--- config.mk ---
export PLATFORM = sky130hd
export DESIGN_NAME = multichannel_frame_deframer_core
export DESIGN_NICKNAME = d
export VERILOG_FILES = /design/src/rtl/mfd_pkg.sv /design/src/rtl/mfd_ram.sv /design/src/rtl/mfd_out_fifo.sv /design/src/rtl/multichannel_frame_deframer_core.sv
export VERILOG_INCLUDE_DIRS = /design/src /design/src/rtl
export SDC_FILE = /design/constraint.sdc
export NUM_CORES = 2
export LEC_CHECK = 0
export BUFFER_PORTS_ARGS = -buffer_cell sky130_fd_sc_hd__buf_2
export CELL_PAD_IN_SITES_DETAIL_PLACEMENT = 0
export CELL_PAD_IN_SITES_GLOBAL_PLACEMENT = 2
export CORE_MARGIN = 5
export CORE_UTILIZATION = 50
export DETAILED_ROUTE_END_ITERATION = 7
export PLACE_DENSITY = 0.92
export SYNTH_ARGS = -nofsm -noshare
export SYNTH_HDL_FRONTEND = slang
export SYNTH_HIERARCHICAL = 1
export SYNTH_SLANG_ARGS = --single-unit
--- constraint.sdc ---
create_clock -name aclk -period 30.4 [get_ports aclk]
set_input_delay 1.52 -clock aclk [delete_from_list [all_inputs] [get_ports aclk]]
set_output_delay 1.52 -clock aclk [all_outputs]
set_load 0.05 [all_outputs]
--- src/rtl/multichannel_frame_deframer_core_macros.svh ---
// Assertion macros for the multichannel frame deframer.
`ifndef MULTICHANNEL_FRAME_DEFRAMER_CORE_MACROS_SVH
`define MULTICHANNEL_FRAME_DEFRAMER_CORE_MACROS_SVH

// Check a condition at every clock edge outside reset.
`define MFD_ASSERT(lbl, cond, msg) \
    lbl: assert property (@(posedge aclk) disable iff (!aresetn) (cond)) else $error(msg);

// Check that a consequence holds in the cycle after its trigger.
`define MFD_ASSERT_NEXT(lbl, trig, cons, msg) \
    lbl: assert property (@(posedge aclk) disable iff (!aresetn) (trig) |=> (cons)) \
        else $error(msg);

`endif

--- src/rtl/mfd_pkg.sv ---
// Package with types, constants and codes of the multichannel frame deframer.
package mfd_pkg;

    localparam int NUM_CHANNELS = 16;
    localparam int CH_AW        = (NUM_CHANNELS > 1) ? $clog2(NUM_CHANNELS) : 1;
    localparam int HEADER_BYTES = 16;
    localparam int HDR_CW       = $clog2(HEADER_BYTES);

    localparam int HDR_VERSION_OFS = 4;
    localparam int HDR_TYPE_OFS    = 5;
    localparam int HDR_SEQ_OFS     = 8;
    localparam int HDR_LEN_OFS     = 12;

    localparam int OUT_DEPTH = 3;
    localparam int OUT_PW    = $clog2(OUT_DEPTH);
    localparam int OUT_LW    = $clog2(OUT_DEPTH + 1);

    localparam logic [1:0] CFG_FRAME_MAGIC      = 2'd0;
    localparam logic [1:0] CFG_PROTOCOL_VERSION = 2'd1;
    localparam logic [1:0] CFG_MAX_PAYLOAD_LEN  = 2'd2;

    localparam logic [31:0] RST_FRAME_MAGIC      = 32'd0;
    localparam logic [7:0]  RST_PROTOCOL_VERSION = 8'd1;
    localparam logic [31:0] RST_MAX_PAYLOAD_LEN  = 32'd1048576;

    typedef enum logic [1:0] {
        PH_HEADER  = 2'd0,
        PH_PAYLOAD = 2'd1,
        PH_DISCARD = 2'd2
    } phase_t;

    typedef enum logic [1:0] {
        EV_PAYLOAD = 2'd0,
        EV_EMPTY   = 2'd1,
        EV_BAD_HDR = 2'd2,
        EV_ABORT   = 2'd3
    } event_t;

    typedef struct packed {
        phase_t              phase;
        logic [HDR_CW-1:0]   count;
        logic [31:0]         magic;
        logic [7:0]          version;
        logic [7:0]          mtype;
        logic [31:0]         seq;
        logic [31:0]         len;
    } chan_state_t;

    typedef struct packed {
        logic [3:0]  channel;
        event_t      ev;
        logic [7:0]  mtype;
        logic [31:0] seq;
        logic [7:0]  pbyte;
        logic        last;
    } result_t;

    typedef struct packed {
        logic [OUT_LW-1:0] level;
        logic              push;
        logic              pop;
    } fifo_status_t;

endpackage

--- src/rtl/mfd_ram.sv ---
// Generic simple dual-port RAM with registered read.
module mfd_ram #(
    parameter int WIDTH = 8,
    parameter int DEPTH = 16
) (
    input  logic                                    aclk,
    input  logic                                    we,
    input  logic [((DEPTH > 1) ? $clog2(DEPTH) : 1)-1:0] waddr,
    input  logic [WIDTH-1:0]                        wdata,
    input  logic                                    re,
    input  logic [((DEPTH > 1) ? $clog2(DEPTH) : 1)-1:0] raddr,
    output logic [WIDTH-1:0]                        rdata
);

    logic [WIDTH-1:0] mem_reg [DEPTH];

    always_ff @(posedge aclk) begin
        if (we) begin
            mem_reg[waddr] <= wdata;
        end
        if (re) begin
            rdata <= mem_reg[raddr];
        end
    end

endmodule

--- src/rtl/mfd_out_fifo.sv ---
// Result queue between the channel update stage and the master port.
module mfd_out_fifo (
    input  logic                    aclk,
    input  logic                    aresetn,
    input  logic                    push,
    input  mfd_pkg::result_t        push_data,
    output logic                    out_valid,
    input  logic                    out_ready,
    output mfd_pkg::result_t        out_data,
    output mfd_pkg::fifo_status_t   status
);
    import mfd_pkg::*;

    result_t           entry_reg [OUT_DEPTH];
    logic [OUT_PW-1:0] wr_ptr_reg, wr_ptr_next;
    logic [OUT_PW-1:0] rd_ptr_reg, rd_ptr_next;
    logic [OUT_LW-1:0] level_reg, level_next;
    logic              pop;

    assign out_valid = (level_reg != '0);
    assign out_data  = entry_reg[rd_ptr_reg];
    assign pop       = out_valid && out_ready;

    always_comb begin
        wr_ptr_next = wr_ptr_reg;
        rd_ptr_next = rd_ptr_reg;
        level_next  = level_reg;
        if (push) begin
            wr_ptr_next = (wr_ptr_reg == OUT_PW'(OUT_DEPTH - 1)) ? '0 : wr_ptr_reg + 1'b1;
        end
        if (pop) begin
            rd_ptr_next = (rd_ptr_reg == OUT_PW'(OUT_DEPTH - 1)) ? '0 : rd_ptr_reg + 1'b1;
        end
        if (push && !pop) begin
            level_next = level_reg + 1'b1;
        end else if (pop && !push) begin
            level_next = level_reg - 1'b1;
        end
    end

    always_ff @(posedge aclk) begin
        if (!aresetn) begin
            wr_ptr_reg <= '0;
            rd_ptr_reg <= '0;
            level_reg  <= '0;
        end else begin
            wr_ptr_reg <= wr_ptr_next;
            rd_ptr_reg <= rd_ptr_next;
            level_reg  <= level_next;
        end
    end

    always_ff @(posedge aclk) begin
        if (push) begin
            entry_reg[wr_ptr_reg] <= push_data;
        end
    end

    assign status = '{level: level_reg, push: push, pop: pop};

endmodule

--- src/rtl/multichannel_frame_deframer_core.sv ---
// Top level of the multichannel length-prefixed frame deframer.
//
//  Port group   Dir  Beat content
//  s_*          in   stream byte or clear command for one channel
//  m_*          out  payload byte, empty frame, bad header or abort event
//  cfg_*        in   register write (magic, version, payload length limit)
//
//  One beat a cycle in and out while the result queue has room and m_tready is high;
//  the channel state memory is read first, then the state is updated, written back and queued.
//  Back-to-back beats on one channel see the written state through a bypass.
//  A three-entry result queue lets input continue while results wait.
//  Reset is synchronous; per-channel valid bits make all channels hunt headers.
`include "multichannel_frame_deframer_core_macros.svh"

module multichannel_frame_deframer_core (
    input  logic        aclk,
    input  logic        aresetn,
    input  logic        s_tvalid,
    output logic        s_tready,
    input  logic [15:0] s_tdata,    // channel[3:0], data_byte[11:4], zero[15:12]
    input  logic        s_tuser,    // kind
    input  logic        s_tlast,    // chunk_end
    output logic        m_tvalid,
    input  logic        m_tready,
    output logic [55:0] m_tdata,    // out_channel[3:0], msg_type[11:4], seq_id[43:12],
                                    // payload_byte[51:44], zero[55:52]
    output logic [1:0]  m_tuser,    // event_res
    output logic        m_tlast,    // frame_last
    input  logic        cfg_we,
    input  logic [1:0]  cfg_index,
    input  logic [31:0] cfg_wdata
);
    import mfd_pkg::*;

    logic [31:0] cfg_magic_reg;
    logic [7:0]  cfg_version_reg;
    logic [31:0] cfg_max_len_reg;

    logic [3:0]       in_channel;
    logic [CH_AW-1:0] in_addr;
    logic             in_ok;
    logic             accept;

    logic             s1_valid_reg;
    logic             s1_kind_reg;
    logic             s1_cend_reg;
    logic [7:0]       s1_byte_reg;
    logic [3:0]       s1_chan_reg;
    logic [CH_AW-1:0] s1_addr_reg;

    logic             fwd_hit_reg;
    chan_state_t      fwd_data_reg;
    logic [NUM_CHANNELS-1:0] valid_reg;

    logic [$bits(chan_state_t)-1:0] rd_data;
    chan_state_t st_cur, st_next;

    logic [31:0] len_shift;
    logic [31:0] rem_dec;
    logic        hdr_last;
    logic        hdr_bad;

    result_t      res;
    logic         res_valid;
    logic         push;
    result_t      out_res;
    fifo_status_t fifo_st;
    logic [OUT_LW:0] space_used;

    // Input side
    assign in_channel = s_tdata[3:0];
    assign in_addr    = CH_AW'(in_channel);
    assign in_ok      = (32'(in_channel) < 32'(NUM_CHANNELS));
    assign space_used = (OUT_LW + 1)'(fifo_st.level) + (OUT_LW + 1)'(s1_valid_reg);
    assign s_tready   = aresetn && (space_used < (OUT_LW + 1)'(OUT_DEPTH));
    assign accept     = s_tvalid && s_tready;

    always_ff @(posedge aclk) begin
        if (!aresetn) begin
            cfg_magic_reg   <= RST_FRAME_MAGIC;
            cfg_version_reg <= RST_PROTOCOL_VERSION;
            cfg_max_len_reg <= RST_MAX_PAYLOAD_LEN;
        end else if (cfg_we) begin
            unique case (cfg_index)
                CFG_FRAME_MAGIC:      cfg_magic_reg   <= cfg_wdata;
                CFG_PROTOCOL_VERSION: cfg_version_reg <= cfg_wdata[7:0];
                CFG_MAX_PAYLOAD_LEN:  cfg_max_len_reg <= cfg_wdata;
                default: ;
            endcase
        end
    end

    mfd_ram #(
        .WIDTH($bits(chan_state_t)),
        .DEPTH(NUM_CHANNELS)
    ) u_state_ram (
        .aclk  (aclk),
        .we    (s1_valid_reg),
        .waddr (s1_addr_reg),
        .wdata (st_next),
        .re    (accept),
        .raddr (in_addr),
        .rdata (rd_data)
    );

    always_ff @(posedge aclk) begin
        if (!aresetn) begin
            s1_valid_reg <= 1'b0;
            fwd_hit_reg  <= 1'b0;
            valid_reg    <= '0;
        end else begin
            s1_valid_reg <= accept && in_ok;
            fwd_hit_reg  <= accept && s1_valid_reg && (in_addr == s1_addr_reg);
            if (s1_valid_reg) begin
                valid_reg[s1_addr_reg] <= 1'b1;
            end
        end
    end

    always_ff @(posedge aclk) begin
        if (accept) begin
            s1_kind_reg <= s_tuser;
            s1_cend_reg <= s_tlast;
            s1_byte_reg <= s_tdata[11:4];
            s1_chan_reg <= in_channel;
            s1_addr_reg <= in_addr;
        end
        fwd_data_reg <= st_next;
    end

    // Channel state with bypass of the write from the previous cycle
    always_comb begin
        if (fwd_hit_reg) begin
            st_cur = fwd_data_reg;
        end else if (valid_reg[s1_addr_reg]) begin
            st_cur = chan_state_t'(rd_data);
        end else begin
            st_cur = '0;
        end
    end

    assign len_shift = {st_cur.len[23:0], s1_byte_reg};
    assign rem_dec   = st_cur.len - 32'd1;
    assign hdr_last  = (st_cur.count == HDR_CW'(HEADER_BYTES - 1));
    assign hdr_bad   = (st_cur.magic != cfg_magic_reg) ||
                       (st_cur.version != cfg_version_reg) ||
                       (len_shift > cfg_max_len_reg);

    // Next channel state
    always_comb begin
        st_next = st_cur;
        if (s1_kind_reg) begin
            st_next = '0;
        end else begin
            unique case (st_cur.phase)
                PH_DISCARD: begin
                    if (s1_cend_reg) begin
                        st_next = '0;
                    end
                end
                PH_PAYLOAD: begin
                    st_next.len = rem_dec;
                    if (rem_dec == '0) begin
                        st_next.phase = PH_HEADER;
                        st_next.count = '0;
                    end
                end
                PH_HEADER: begin
                    if (st_cur.count < HDR_CW'(HDR_VERSION_OFS)) begin
                        st_next.magic = {st_cur.magic[23:0], s1_byte_reg};
                    end else if (st_cur.count == HDR_CW'(HDR_VERSION_OFS)) begin
                        st_next.version = s1_byte_reg;
                    end else if (st_cur.count == HDR_CW'(HDR_TYPE_OFS)) begin
                        st_next.mtype = s1_byte_reg;
                    end else if (st_cur.count >= HDR_CW'(HDR_SEQ_OFS) &&
                                 st_cur.count < HDR_CW'(HDR_LEN_OFS)) begin
                        st_next.seq = {st_cur.seq[23:0], s1_byte_reg};
                    end else if (st_cur.count >= HDR_CW'(HDR_LEN_OFS)) begin
                        st_next.len = len_shift;
                    end
                    st_next.count = st_cur.count + 1'b1;
                    if (hdr_last) begin
                        st_next.count = '0;
                        if (hdr_bad) begin
                            st_next.phase = s1_cend_reg ? PH_HEADER : PH_DISCARD;
                        end else if (len_shift == '0) begin
                            st_next.phase = PH_HEADER;
                        end else begin
                            st_next.phase = PH_PAYLOAD;
                        end
                    end
                end
                default: st_next = st_cur;
            endcase
        end
    end

    // Result of the beat
    always_comb begin
        res_valid   = 1'b0;
        res.channel = s1_chan_reg;
        res.ev      = EV_PAYLOAD;
        res.mtype   = st_cur.mtype;
        res.seq     = st_cur.seq;
        res.pbyte   = '0;
        res.last    = 1'b0;
        if (s1_kind_reg) begin
            if (st_cur.phase == PH_PAYLOAD) begin
                res_valid = 1'b1;
                res.ev    = EV_ABORT;
            end
        end else begin
            unique case (st_cur.phase)
                PH_PAYLOAD: begin
                    res_valid = 1'b1;
                    res.ev    = EV_PAYLOAD;
                    res.pbyte = s1_byte_reg;
                    res.last  = (rem_dec == '0);
                end
                PH_HEADER: begin
                    if (hdr_last) begin
                        if (hdr_bad) begin
                            res_valid = 1'b1;
                            res.ev    = EV_BAD_HDR;
                        end else if (len_shift == '0) begin
                            res_valid = 1'b1;
                            res.ev    = EV_EMPTY;
                        end
                    end
                end
                default: res_valid = 1'b0;
            endcase
        end
    end

    assign push = s1_valid_reg && res_valid;

    mfd_out_fifo u_out_fifo (
        .aclk      (aclk),
        .aresetn   (aresetn),
        .push      (push),
        .push_data (res),
        .out_valid (m_tvalid),
        .out_ready (m_tready),
        .out_data  (out_res),
        .status    (fifo_st)
    );

    assign m_tdata = {4'd0, out_res.pbyte, out_res.seq, out_res.mtype, out_res.channel};
    assign m_tuser = out_res.ev;
    assign m_tlast = out_res.last;

    `MFD_ASSERT(a_no_overflow, !(fifo_st.push && !fifo_st.pop && fifo_st.level == OUT_LW'(OUT_DEPTH)), "result queue overflow")
    `MFD_ASSERT(a_ready_room, !s_tready || space_used < (OUT_LW + 1)'(OUT_DEPTH), "ready without queue room")
    `MFD_ASSERT_NEXT(a_stage_fill, accept && in_ok, s1_valid_reg, "accepted beat lost before update")
    `MFD_ASSERT_NEXT(a_bypass_src, fwd_hit_reg == 1'b0 && accept && s1_valid_reg && in_addr == s1_addr_reg, fwd_hit_reg, "missing bypass on same channel")

endmodule

Word level (Yosys, flattened, before mapping)

Memory sizes are Yosys's and may differ from the RTL's. A register that Yosys moved wholly into a read port is not among the register bits.
Cells that the tools add are included.

Add/subtract/negate cells: 7
Magnitude comparators: 8
Equality and inequality tests: 12
Mux-type cells: 49
Bitwise logic cells: 1
Reductions and logical operators: 23

Operator list:

| kind                    | count |
|---|---|
| $mux W118               | 4 |
| $pmux W80 S2            | 1 |
| $mux W32                | 4 |
| $pmux W32 S3            | 1 |
| $mux W80                | 1 |
| $mux W72                | 1 |
| $logic_not A32 Y1       | 2 |
| $mux W64                | 1 |
| $gt A32 B32 Y1          | 1 |
| $ne A32 B32 Y1          | 1 |
| $sub A32 B1 Y32 const B | 1 |
| $mux W2                 | 13 |
| $mux W9                 | 2 |
| $pmux W6 S3             | 1 |
| $mux W8                 | 2 |
| $or A16 B16 Y16         | 1 |
| $mux W1                 | 13 |
| $mux W6                 | 2 |
| $logic_and A1 B1 Y1     | 10 |
| $eq A2 B2 Y1 const B    | 4 |
| $eq A4 B3 Y1 const B    | 2 |
| $ge A4 B4 Y1 const B    | 2 |
| $ne A8 B8 Y1            | 1 |
| $add A2 B1 Y2 const B   | 3 |
| 19 further kinds        | 26 |

Bits in registers: 228
Memory bits (writable): 2,053
Output and inout bits: 61
Logic and storage cells: 122
Memories kept: 2

Memories:

| name                 | depth | bits a word | read ports | clocked after Yosys merged registers in | wr ports | RTL line           | RTL |
|---|---|---|---|---|---|---|---|
| u_state_ram.mem_reg  | 16    | 118         | 1          | 1                                       | 1        | mfd_ram.sv:15      | `logic [WIDTH-1:0] mem_reg [DEPTH];` |
| u_out_fifo.entry_reg | 3     | 55          | 1          | 1                                       | 1        | mfd_out_fifo.sv:14 | `result_t entry_reg [OUT_DEPTH];` |

Depth between registers and ports, before layout

Word-level depth: 16
Depth in mapped cells: 26

By module

The synthesis kept the hierarchy.

Modules (own cells, without submodules):

| module                           | instances | cells each | area each (um^2) | seq. area each (um^2) |
|---|---|---|---|---|
| mfd_ram                          | 1         | 3,016      | 73,974.7         | 60,237.8 |
| multichannel_frame_deframer_core | 1         | 1,856      | 13,588.0         | 4,584.4 |
| mfd_out_fifo                     | 1         | 383        | 6,417.4          | 5,114.9 |

Worst setup path after synthesis

Ideal clock, no wire load.

Kind: register to register
Start point: reg s1_addr_reg[3]
End point: mem u_state_ram/mem_reg[0][0] in the netlist's numbering (enable)
Library setup time: 0.739 ns
Arrival time: 8.943 ns
Data required time: 29.661 ns
Setup slack: 20.718 ns
Stages on the path, launching flop included: 3
Buffers on the path: 0
Path through: edfxtp_1 -> or3b_2 -> nor3_1

RTL lines:

| item                     | RTL line                                | RTL |
|---|---|---|
| start: declaration       | multichannel_frame_deframer_core.sv:49  | `logic [CH_AW-1:0] s1_addr_reg;` |
| start signal: assignment | multichannel_frame_deframer_core.sv:126 | `s1_addr_reg <= in_addr;` |
| end: declaration         | mfd_ram.sv:15                           |  |

Straight into the memory's write port.

Worst setup path after layout

Start point: reg s1_addr_reg[1]
End point: mem u_out_fifo/entry_reg[0][47] in the netlist's numbering (enable)

Word-level cells in the longest chain between the ends: 14

RTL lines:

| item                                                   | RTL line                                | RTL |
|---|---|---|
| $bmux W1 S4 (*)                                        | multichannel_frame_deframer_core.sv:135 | `end else if (valid_reg[s1_addr_reg]) begin` |
| $mux W1 (implied by the code) (*)                      | multichannel_frame_deframer_core.sv:135 |  |
| $mux W118 (*)                                          | multichannel_frame_deframer_core.sv:135 |  |
| $mux W118 (*)                                          | multichannel_frame_deframer_core.sv:133 | `if (fwd_hit_reg) begin` |
| branches (longest 6 deep; another with $gt A32 B32 Y1) | n/a                                     |  |
| $mux W1 (*)                                            | multichannel_frame_deframer_core.sv:207 | `if (s1_kind_reg) begin` |
| $logic_and A1 B1 Y1 (*)                                | multichannel_frame_deframer_core.sv:236 | `assign push = s1_valid_reg && res_valid;` |
| via push                                               | multichannel_frame_deframer_core.sv:65  | `logic push;` |
| $mux W1 (*)                                            | mfd_out_fifo.sv:54                      | `if (push) begin` |
| $mux W1 (implied by the code) (*)                      | mfd_out_fifo.sv:55                      | `entry_reg[wr_ptr_reg] <= push_data;` |
| end: declaration                                       | mfd_out_fifo.sv:14                      |  |

Mark *: on every way through the listed nets, which the timed path passes. The select of a mux whose other input is x is not followed.

==> flow_summary.ini <==
[placement]
place_hpwl_um = 128000
gp_congestion = 0.872
io_buffer_count = 109

[run_status]
run_status = completed

[floorplan]
io_pins = 118
rows = 159
coreArea_mm2 = 0.187
fp.dieH_um = 444
initial_utilization = 0.501
dieArea_mm2 = 0.197
die_width_um = 444

[sta]
hold_viol_final = 0
max_freq_mhz = 135
period_needed_ns = 7.42
slew_violations = 0
rsz0062_at_grt = no
setup_tns_ns = 0
worst_slew_pin_slew_ns = 1.41
period_share = 0.244
clock_skew_ns = 0.0385
finalSetupViolCount = 0
slew_headroom = 0.0628

[cells_and_area]
fill_cells = 13800
layout.cells.most_common_list = edfxtp_1 (2,185), nand2_1 (583), mux4_2 (473), a22oi_1 (269), clkbuf_16 (227)
drive_gt1_frac = 0.205
mostFrequentLayoutCell = edfxtp_1
nets = 5528
area_delta_synth_final_pct = 12.0
largest_reg_flops = 1888

[hold_path]
whs_endpoint = cfg_max_len_reg[1]$_SDFFE_PN0P_
min_from = cfg_max_len_reg[1]$_SDFFE_PN0P_
hp-class = reg -> reg
min_path_cells = 2

[pwr]
power_leakage_nw = 34.1
peakVddDrop_mv = 0.0622
pwr_density_cell_mw_per_mm2 = 66.9
p_total_mw = 7.04

[routing]
wl_per_cell_um = 29.6
drt-total-wl_um = 241000
antenna_left = 0
drcViolationCount = 0
avgViaCountPerCell = 6.28
dr.pass1.iters = 6
num_vias = 51200
drt_iter0_markers = 6212

[critical_path]
reg2reg_depth = 19
startpoint_type = flop
crit_slowest_cell = edfxtp_1
crit_family = compound AO/OA/AOI/OAI gates
critPathArrivalTime_ns = 7.88
path_cells = mux2i_1, a221o_1, o22ai_4, buf_4, nand2_1, o21ai_0, ha_1, nand3_1, nor2_1, o21ai_0, a21oi_1, nor2_1, maj3_1, o21ai_0, a2111oi_0, o21ai_1, o311a_1, nor3b_2, buf_4
cp_max_fo = 55
cp.required_ns = 30.86
path_buf_inv = 2
cp_common_cell = o21ai_0
worst_r2r_startpoint = s1_addr_reg[1]$_DFFE_PP_
critPathMaxStageDelay_ns = 1.00
rr_endpoint = u_out_fifo/entry_reg[0][47]$_DFFE_PP_
worst_setup_path_end_kind = flop
path_class = reg -> reg
reg2reg_slack_ns = 22.98

[grt]
grt_usage = 0.242
antenna_found_initial = 13
grt_pass1_vias = 50700
grt_max_degree = 130
grt_pass1_wl_um = 351000
gr-total-overflow = 0

[clock_network]
h-tree-depth = 4
clock-sinks = 2401
clockBufferDepth = 3
path_clk_slew_ns = 0.06
cts-root-buf = clkbuf_16
cts_tree = done
post_cts_buffers = 0
cts_hold_buf = 0
clock_latency_ns = 0.86
cts_buffers = 223
cts_resized = 0

[yosys]
netlist_area_mm2 = 0.0940
syn_area_per_cell_um2 = 17.9
ys_warn_count = 6
netlist_instances = 5252

[run]
maxCapViolations = 0
-- worst reg2reg max path, delay by kind of cell (launching register included) --
family                     cells  cell delay [ns]
AOI/OAI and AO/OA              9             3.25
DFF                            1             1.00
muxes                          1             0.20
and+or+nand+nor                5             0.73
buffers and inverters          2             1.22
adders and majority gates      2             0.58
-- where the power goes --
part           internal, mW  switching (mW)
Combinational         0.158           0.347
Sequential             3.67          0.0292
Clock                  1.64            1.20
Total                  5.47            1.57
-- metrics by stage --
step                cells  utilization  hold WS [ns]  worst slack (ns)  area (um^2)
floorplan            5255            -         0.432             20.72        94000
global placement     7704        0.521         0.444             23.03        97700
detailed placement   7704        0.521         0.449             23.05        97700
CTS                  8126        0.561         0.458             22.99       105000
global route         8142        0.562         0.466             22.65       105000
finish               8146        0.562         0.456             22.98       105000
-- metal layers --
layer  share of wire  up-vias  track usage
met5        0.000029        -            0
met3           0.094      453       0.0439
met1            0.38    26400        0.328
li1                -    21400            -
met4           0.036        2       0.0889
met2            0.49     2894        0.399
-- area by class of cell --
class | count | area, um^2 | area share
Clock inverter | 132 | 1440 | 0.0137
Multi-Input combinational cell | 2469 | 22500 | 0.214
Clock buffer | 290 | 6080 | 0.0577
Tap cell | 2495 | 3120 | 0.0297
Antenna cell | 20 | 50.0 | 0.000476
Inverter | 76 | 285 | 0.00271
Sequential cell | 2401 | 69900 | 0.665
Timing Repair Buffer | 263 | 1810 | 0.0172
-- how the worst max path moves through the flow --
stage / from / to / slack (ns) / depth (start not counted)
after floorplan: s1_addr_reg[3]$_DFFE_PP_ / u_state_ram/mem_reg[0][0]$_DFFE_PP_ / 20.72 / 2
after global placement: s1_addr_reg[1]$_DFFE_PP_ / u_out_fifo/entry_reg[0][32]$_DFFE_PP_ / 23.03 / 15
after detailed placement: s1_addr_reg[1]$_DFFE_PP_ / u_out_fifo/entry_reg[0][47]$_DFFE_PP_ / 23.05 / 15
after CTS: s1_addr_reg[1]$_DFFE_PP_ / u_out_fifo/entry_reg[0][47]$_DFFE_PP_ / 22.99 / 15
after global routing: s1_addr_reg[1]$_DFFE_PP_ / u_out_fifo/entry_reg[0][32]$_DFFE_PP_ / 22.65 / 15
final: s1_addr_reg[1]$_DFFE_PP_ / u_out_fifo/entry_reg[0][47]$_DFFE_PP_ / 22.98 / 19
Note: power is estimated with default switching activity, not from simulation.
